### src/design/fif_pkg.sv
`timescale 1ns / 1ps

package fif_pkg;

   // Default number of fraction bits; 1.0 is 2**FRACTION_BITS.
   localparam int FRACTION_BITS_DEF = 16;

   // Width of the register bus data.
   localparam int CSR_DATA_W = 32;
   // Byte address bits: five registers at 4*i.
   localparam int CSR_ADDR_W = 5;

   // Register map, by word index.
   typedef enum logic [2:0] {
      REG_INTEGRAL_KIND = 3'd0,
      REG_SOURCE_MODE   = 3'd1,
      REG_WEIGHT_FIRST  = 3'd2,
      REG_WEIGHT_SECOND = 3'd3,
      REG_WEIGHT_THIRD  = 3'd4
   } csr_index_type;

   // integral_kind codes.
   localparam logic KIND_CHOQUET = 1'b0;
   localparam logic KIND_SUGENO  = 1'b1;

   // source_mode codes.
   localparam logic SRC_TEXTURE_COLOUR = 1'b0;
   localparam logic SRC_COLOUR_ONLY    = 1'b1;

endpackage

### src/design/fuzzy_integral_fusion.sv
`timescale 1ns / 1ps

// Fuzzy integral fusion of three similarity degrees, one pixel per word.
// Each request word carries four degrees in unsigned fixed point with
// FRACTION_BITS fraction bits (1.0 = 2**FRACTION_BITS); source_mode picks
// texture plus colour a/b (0) or colour a/b/c (1). Degrees and weights above
// 1.0 are clamped to 1.0, the three degrees are sorted ascending (ties keep
// source order), and either the Choquet integral (rounded half up) or the
// Sugeno integral is returned, saturated to 0..1.0. The datapath is a
// four-stage pipeline: clamp/select, sort, multiply, sum/round. The response
// word is held in the register of each stage in turn, and rsp_valid is the
// valid flag of the last stage. While the response side is not stalling, a
// new word can be taken every cycle; throughput is one word per clock, set by
// the three parallel multipliers of the multiply stage. Each stage holds its
// word while the stage after it is full and stalled, and empty stages collapse,
// so a stalled response leaves room for up to three more words in flight.
// Registers (APB-style, 4-byte stride, pready always high): 0 integral_kind,
// 1 source_mode, 2..4 weight_first/second/third. Write them only while the
// pipeline is empty; writes to other addresses are dropped.

module fuzzy_integral_fusion #(
   parameter int FRACTION_BITS = fif_pkg::FRACTION_BITS_DEF
) (
   input  logic                             clock,
   input  logic                             reset,

   input  logic                             req_valid,
   output logic                             req_ready,
   input  logic [FRACTION_BITS:0]           req_texture_degree,
   input  logic [FRACTION_BITS:0]           req_colour_degree_a,
   input  logic [FRACTION_BITS:0]           req_colour_degree_b,
   input  logic [FRACTION_BITS:0]           req_colour_degree_c,

   output logic                             rsp_valid,
   input  logic                             rsp_ready,
   output logic [FRACTION_BITS:0]           rsp_fused_value,

   input  logic                             csr_psel,
   input  logic                             csr_penable,
   input  logic                             csr_pwrite,
   input  logic [fif_pkg::CSR_ADDR_W-1:0]   csr_paddr,
   input  logic [fif_pkg::CSR_DATA_W-1:0]   csr_pwdata,
   output logic [fif_pkg::CSR_DATA_W-1:0]   csr_prdata,
   output logic                             csr_pready
);

   import fif_pkg::*;

   // Value width: one integer bit plus the fraction.
   localparam int N  = FRACTION_BITS + 1;
   // Signed product and sum width.
   localparam int PW = 2 * N + 3;

   localparam logic [N-1:0] ONE  = {1'b1, {FRACTION_BITS{1'b0}}};
   localparam logic [N-1:0] HALF = ONE >> 1;

   localparam longint unsigned ONE_INT = 64'd1 << FRACTION_BITS;
   localparam logic [N-1:0] WEIGHT_LO_RST = N'(ONE_INT / 3);
   localparam logic [N-1:0] WEIGHT_HI_RST = N'(ONE_INT - 2 * (ONE_INT / 3));

   // ------------------------------------------------------------------
   // Configuration registers
   // ------------------------------------------------------------------
   logic          kind_ff;
   logic          mode_ff;
   logic [N-1:0]  weight_first_ff;
   logic [N-1:0]  weight_second_ff;
   logic [N-1:0]  weight_third_ff;

   csr_index_type csr_index;
   logic          csr_write;

   assign csr_index  = csr_index_type'(csr_paddr[CSR_ADDR_W-1:2]);
   assign csr_write  = csr_psel && csr_penable && csr_pwrite && csr_pready;
   assign csr_pready = 1'b1;

   always_ff @(posedge clock) begin
      if (reset) begin
         kind_ff          <= KIND_CHOQUET;
         mode_ff          <= SRC_TEXTURE_COLOUR;
         weight_first_ff  <= WEIGHT_LO_RST;
         weight_second_ff <= WEIGHT_LO_RST;
         weight_third_ff  <= WEIGHT_HI_RST;
      end else if (csr_write) begin
         case (csr_index)
            REG_INTEGRAL_KIND: kind_ff          <= csr_pwdata[0];
            REG_SOURCE_MODE:   mode_ff          <= csr_pwdata[0];
            REG_WEIGHT_FIRST:  weight_first_ff  <= csr_pwdata[N-1:0];
            REG_WEIGHT_SECOND: weight_second_ff <= csr_pwdata[N-1:0];
            REG_WEIGHT_THIRD:  weight_third_ff  <= csr_pwdata[N-1:0];
            default: ;
         endcase
      end
   end

   always_comb begin
      case (csr_index)
         REG_INTEGRAL_KIND: csr_prdata = CSR_DATA_W'(kind_ff);
         REG_SOURCE_MODE:   csr_prdata = CSR_DATA_W'(mode_ff);
         REG_WEIGHT_FIRST:  csr_prdata = CSR_DATA_W'(weight_first_ff);
         REG_WEIGHT_SECOND: csr_prdata = CSR_DATA_W'(weight_second_ff);
         REG_WEIGHT_THIRD:  csr_prdata = CSR_DATA_W'(weight_third_ff);
         default:           csr_prdata = '0;
      endcase
   end

   // ------------------------------------------------------------------
   // Stage advance: a stage loads when it is empty or its word moves on.
   // ------------------------------------------------------------------
   logic va_ff, vb_ff, vc_ff, vd_ff;
   logic adv_a, adv_b, adv_c, adv_d;

   assign adv_d     = !vd_ff || rsp_ready;
   assign adv_c     = !vc_ff || adv_d;
   assign adv_b     = !vb_ff || adv_c;
   assign adv_a     = !va_ff || adv_b;
   assign req_ready = adv_a;

   always_ff @(posedge clock) begin
      if (reset) begin
         va_ff <= 1'b0;
         vb_ff <= 1'b0;
         vc_ff <= 1'b0;
         vd_ff <= 1'b0;
      end else begin
         if (adv_a) va_ff <= req_valid;
         if (adv_b) vb_ff <= va_ff;
         if (adv_c) vc_ff <= vb_ff;
         if (adv_d) vd_ff <= vc_ff;
      end
   end

   function automatic logic [N-1:0] clamp_one(input logic [N-1:0] v);
      return (v > ONE) ? ONE : v;
   endfunction

   // ------------------------------------------------------------------
   // Stage A: select sources, clamp degrees and weights
   // ------------------------------------------------------------------
   logic [N-1:0] va_deg_ff [3];
   logic [N-1:0] va_wgt_ff [3];
   logic         va_kind_ff;

   always_ff @(posedge clock) begin
      if (adv_a) begin
         if (mode_ff == SRC_COLOUR_ONLY) begin
            va_deg_ff[0] <= clamp_one(req_colour_degree_a);
            va_deg_ff[1] <= clamp_one(req_colour_degree_b);
            va_deg_ff[2] <= clamp_one(req_colour_degree_c);
         end else begin
            va_deg_ff[0] <= clamp_one(req_texture_degree);
            va_deg_ff[1] <= clamp_one(req_colour_degree_a);
            va_deg_ff[2] <= clamp_one(req_colour_degree_b);
         end
         va_wgt_ff[0] <= clamp_one(weight_first_ff);
         va_wgt_ff[1] <= clamp_one(weight_second_ff);
         va_wgt_ff[2] <= clamp_one(weight_third_ff);
         va_kind_ff   <= kind_ff;
      end
   end

   // ------------------------------------------------------------------
   // Stage B: stable ascending sort by rank
   // ------------------------------------------------------------------
   logic [1:0]   rank [3];
   logic [N-1:0] xs_in [3];
   logic [N-1:0] gs_in [3];

   always_comb begin
      for (int i = 0; i < 3; i++) begin
         rank[i] = 2'd0;
         for (int j = 0; j < 3; j++) begin
            if (va_deg_ff[j] < va_deg_ff[i] || (va_deg_ff[j] == va_deg_ff[i] && j < i))
               rank[i] = rank[i] + 2'd1;
         end
      end
      for (int k = 0; k < 3; k++) begin
         xs_in[k] = '0;
         gs_in[k] = '0;
         for (int i = 0; i < 3; i++) begin
            if (rank[i] == 2'(k)) begin
               xs_in[k] = va_deg_ff[i];
               gs_in[k] = va_wgt_ff[i];
            end
         end
      end
   end

   logic [N-1:0] vb_x1_ff, vb_x2_ff, vb_x3_ff, vb_g2_ff, vb_g3_ff;
   logic         vb_kind_ff;

   always_ff @(posedge clock) begin
      if (adv_b) begin
         vb_x1_ff   <= xs_in[0];
         vb_x2_ff   <= xs_in[1];
         vb_x3_ff   <= xs_in[2];
         vb_g2_ff   <= gs_in[1];
         vb_g3_ff   <= gs_in[2];
         vb_kind_ff <= va_kind_ff;
      end
   end

   // ------------------------------------------------------------------
   // Stage C: Choquet products, Sugeno min/max
   // ------------------------------------------------------------------
   logic [N:0]          gsum;
   logic signed [N+1:0] wlow;
   logic signed [PW-1:0] p1_in, p2_in, p3_in;
   logic [N-1:0]        sug_b, sug_c, sug_in;

   always_comb begin
      gsum  = {1'b0, vb_g2_ff} + {1'b0, vb_g3_ff};
      // Weight of the smallest degree: 1 - g2 - g3, may go negative.
      wlow  = $signed({2'b00, ONE}) - $signed({1'b0, gsum});
      // Widen both operands to the full product width before multiplying.
      p1_in = PW'($signed({1'b0, vb_x1_ff})) * PW'(wlow);
      p2_in = $signed(PW'(vb_x2_ff)) * $signed(PW'(vb_g2_ff));
      p3_in = $signed(PW'(vb_x3_ff)) * $signed(PW'(vb_g3_ff));
      sug_b = ({1'b0, vb_x2_ff} < gsum) ? vb_x2_ff : gsum[N-1:0];
      sug_c = (vb_x3_ff < vb_g3_ff) ? vb_x3_ff : vb_g3_ff;
      sug_in = vb_x1_ff;
      if (sug_b > sug_in) sug_in = sug_b;
      if (sug_c > sug_in) sug_in = sug_c;
   end

   logic signed [PW-1:0] vc_p1_ff, vc_p2_ff, vc_p3_ff;
   logic [N-1:0]         vc_sug_ff;
   logic                 vc_kind_ff;

   always_ff @(posedge clock) begin
      if (adv_c) begin
         vc_p1_ff   <= p1_in;
         vc_p2_ff   <= p2_in;
         vc_p3_ff   <= p3_in;
         vc_sug_ff  <= sug_in;
         vc_kind_ff <= vb_kind_ff;
      end
   end

   // ------------------------------------------------------------------
   // Stage D: sum, round half up, saturate, pick the integral
   // ------------------------------------------------------------------
   logic signed [PW-1:0] sum;
   logic [PW-1:0]        rounded;
   logic [PW-1:0]        quot;
   logic [N-1:0]         fused_in;

   always_comb begin
      sum     = vc_p1_ff + vc_p2_ff + vc_p3_ff;
      rounded = unsigned'(sum) + PW'(HALF);
      quot    = rounded >> FRACTION_BITS;
      if (vc_kind_ff == KIND_SUGENO) begin
         fused_in = clamp_one(vc_sug_ff);
      end else if (sum <= 0) begin
         fused_in = '0;
      end else if (quot > PW'(ONE)) begin
         fused_in = ONE;
      end else begin
         fused_in = quot[N-1:0];
      end
   end

   logic [N-1:0] vd_fused_ff;

   always_ff @(posedge clock) begin
      if (adv_d) vd_fused_ff <= fused_in;
   end

   assign rsp_valid       = vd_ff;
   assign rsp_fused_value = vd_fused_ff;

   // ------------------------------------------------------------------
   // Checks
   // ------------------------------------------------------------------
   a_clamped: assert property (@(posedge clock) disable iff (reset)
      va_ff |-> (va_deg_ff[0] <= ONE && va_deg_ff[1] <= ONE && va_deg_ff[2] <= ONE))
      else $error("stage A holds an unclamped degree");

   a_sorted: assert property (@(posedge clock) disable iff (reset)
      vb_ff |-> (vb_x1_ff <= vb_x2_ff && vb_x2_ff <= vb_x3_ff))
      else $error("sort stage out of order");

   a_range: assert property (@(posedge clock) disable iff (reset)
      rsp_valid |-> rsp_fused_value <= ONE)
      else $error("fused value above 1.0");

   a_hold: assert property (@(posedge clock) disable iff (reset)
      (vc_ff && !adv_d) |=> (vc_ff && $stable(vc_p1_ff) && $stable(vc_sug_ff)))
      else $error("multiply stage lost its word during a stall");

endmodule

### config.mk
export PLATFORM = sky130hd
export DESIGN_NAME = fuzzy_integral_fusion
export DESIGN_NICKNAME = d
export VERILOG_FILES = /design/src/design/fif_pkg.sv /design/src/design/fuzzy_integral_fusion.sv
export SDC_FILE = /design/constraint.sdc
export NUM_CORES = 2
export LEC_CHECK = 0
export ABC_AREA = 1
export BUFFER_PORTS_ARGS = -buffer_cell sky130_fd_sc_hd__buf_4
export CORE_MARGIN = 8
export CORE_UTILIZATION = 40
export DETAILED_ROUTE_END_ITERATION = 7
export GPL_TIMING_DRIVEN = 0
export HOLD_SLACK_MARGIN = 0.08
export PLACE_DENSITY = 0.51
export SETUP_SLACK_MARGIN = 0.02
export SLEW_MARGIN = 25
export SYNTH_ARGS = -nofsm -noshare
export SYNTH_HDL_FRONTEND = slang
export SYNTH_SLANG_ARGS = --single-unit
### constraint.sdc
create_clock -name clock -period 11.1 [get_ports clock]
set_input_delay 0.555 -clock clock [delete_from_list [all_inputs] [get_ports clock]]
set_output_delay 0.555 -clock clock [all_outputs]
set_load 0.03 [all_outputs]
==> impl_metrics.tcl <==
set metrics [dict create \
    status "finished, final reports clean" \
    finalSetupViolCount 0 \
    cts_tree "built" \
    max-cap-violations 0 \
    hpwlAfterDp_um 165000 \
    antenna_found_initial 8 \
    core_um2 139000 \
    drv_slew 0 \
    wl_met2_um 91400 \
    cts_buffers 46 \
    die_area_um2 152000 \
    multi_input_area_um2 37800 \
    ctsHtreeMaxLevel 2 \
    grt_pass1_wl_um 292000 \
    regArea_um2 11000 \
    crit_type "reg -> reg" \
    synth_edf_count 329 \
    synth_cell_type_count 57 \
    antenna_left 0 \
    rrSetupSlack_ps 1200 \
    drc 0 \
    vias 45500 \
    slowest_delay_ps 760 \
    synth_area_um2 55800 \
    portBuffers 130 \
    crit_arrival_ps 10260 \
    ys_ff_latch 386 \
    worstMarginPinSlew_ps 1010 \
    crit_fanout 10 \
    hold_path_class "in -> reg" \
    cts_resized 0 \
    wl_met1_um 82300 \
    yosys.cell_count.top_type "nand2_1" \
    area_growth_pct 9.03 \
    highest_layer "met5" \
    viasPerCell 5.10 \
    finClkSkew_ps 23.6 \
    routed-wl-met3_um 11300 \
    grtUsageTotal_pct 25.3 \
    nNetsFinal 8433 \
    start_util_pct 40.2 \
    clk_path_buf_depth 3 \
    cts.root.buffer_cell "clkbuf_16" \
    cp-end-kind "flip-flop" \
    post_cts_buffers 0 \
    cts.clk_slew.worst_paths_ps 60 \
    grt_max_degree 76 \
    synth_top_area_cell "fa_1" \
    hold_buffers 0 \
    grt_pass1_vias 47400 \
    placed_area_um2 59300 \
    crit_slowest_cell "fa_1" \
    start_kind "flip-flop" \
    netlist_top_cells_area "fa_1 (29%), edfxtp_1 (18%), ha_1 (11%)" \
    die-width_um 390 \
    final_layout_size_suffix_gt1_share_pct 4.38 \
    cp.required_ps 11460 \
    final_area_um2 60900 \
    tns_ps 0 \
    synthCells 6823 \
    postSynth.asyncResetShare_pct 0 \
    ios 164 \
    wl_um 192000 \
    cts_sinks 386 \
    nFillCells 14300 \
    relSlewSlack_pct 32.4 \
    synth_common_cells "nand2_1 (1619), inv_1 (1553), fa_1 (810)" \
    fp-row-count 137 \
    rsz0062_at_grt "false" \
    fin_crit_ps 9900 \
    grt_overflow 0 \
    fin_crit_sh_pct 89.2 \
    gp_congestion 0.951 \
    chipHeight_um 390 \
    yosysSeqAreaShare_pct 19.7 \
    yosys_warnings 0 \
    post_drt_wl_per_cell_um 21.6 \
    ys.flop_type "edfxtp_1" \
    drt_iter0_markers 3287 \
    avgSynthCellArea_um2 8.18 \
    fmax_ghz 0.101 \
    firstDrtPassIters 5 \
    worstSkewPairLatency_ps 620 \
    synth_top_area_share_pct 29.0 \
    hold_viol_final 0 \
]
[registers in the layout, summed over array words and instances (netlist names), 17 cells and up]
register and cells:
va_deg_ff 51, va_wgt_ff 51, vc_p1_ff 37, vc_p2_ff 34, vc_p3_ff 34, rsp_fused_value 17
vb_g2_ff 17, vb_g3_ff 17, vb_x1_ff 17, vb_x2_ff 17, vb_x3_ff 17, vc_sug_ff 17
weight_first_ff 17, weight_second_ff 17, weight_third_ff 17
[critical path, delay by kind of cell, from the launching register on]
family	cells	cell delay, ps
fa+ha+maj	9	4330
flops	1	530
xor+xnor	2	740
simple gates	11	1850
compound gates	4	890
buf+inv	6	1300
[cell families (layout without fill, tap and decap cells)]
family / after synthesis / count (layout) / share of synthesized area, %
AOI/OAI and AO/OA: 708 / 708 / 7.63
other: 2 / 17 / 0.0135
DFF: 386 / 386 / 19.7
adders and majority gates: 1303 / 1303 / 40.1
xor gates and xnor gates: 122 / 122 / 1.91
buffers and inverters: 1855 / 2072 / 12.6
and+or+nand+nor: 2447 / 2447 / 18.0
[routing by layer]
| layer | vias up | global-route usage, % |
|---|---|---|
| met5 | - | 0 |
| met4 | 6 | 8.22 |
| met3 | 285 | 3.57 |
| met2 | 1382 | 43.5 |
| met1 | 22400 | 32.8 |
| li1 | 21500 | - |
[final timing paths]
kind | depth (start not counted) | from | end
worst min-delay path | 3 | req_valid | va_ff
worst max-delay path | 32 | vb_g2_ff[0] | vc_p1_ff[36]
worst max register to register | 32 | vb_g2_ff[0] | vc_p1_ff[36]
worst min register to register | 0 | va_kind_ff | vb_kind_ff
[layout make-up]
type / count / share of cell area [%]
clock buffer: 55 / 2.01
clock inverter: 29 / 0.573
inverter: 1577 / 9.75
multi-input combinational: 4596 / 62.1
tap: 1876 / 3.86
sequential: 386 / 18.1
antenna: 1 / 0.00411
buffer: 278 / 1.87
timing repair buffer: 133 / 1.73
[cell usage in the layout, fill, tap and decap left out, types with 11 or more instances in the layout]
cell type	synthesis	routed
a21o_1	11	11
a21oi_1	332	332
a221oi_1	91	91
buf_1	13	13
buf_4	16	146
clkbuf_1	236	241
clkbuf_16	0	46
clkinv_1	13	18
conb_1	2	16
dfxtp_1	57	57
edfxtp_1	329	329
fa_1	810	810
ha_1	493	493
inv_1	1553	1549
inv_2	11	12
nand2_1	1619	1619
nand2_2	21	21
nand3_1	241	241
nand4_1	55	55
nor2_1	388	388
nor2_2	14	14
nor3_1	29	29
nor4_1	40	40
o211ai_1	26	26
o21a_1	14	14
o21ai_0	143	143
o21bai_1	15	15
o221ai_1	22	22
xnor2_1	38	38
xor2_1	84	84
[metrics by stage]
| step | setup WS, ps | hold slack (ps) | cells | utilization, % |
|---|---|---|---|---|
| CTS | 1260 | 133 | 8930 | 43.8 |
| global placement | 515 | 405 | 8843 | 42.6 |
| floorplan | 3390 | 400 | 6837 | - |
| finish | 1200 | 171 | 8931 | 43.8 |
| global route | 709 | 169 | 8930 | 43.8 |
| detailed placement | 1310 | 433 | 8846 | 42.7 |
Power is not shown: default switching activity piles up to over one toggle a cycle in this logic, so the estimate is an artifact.
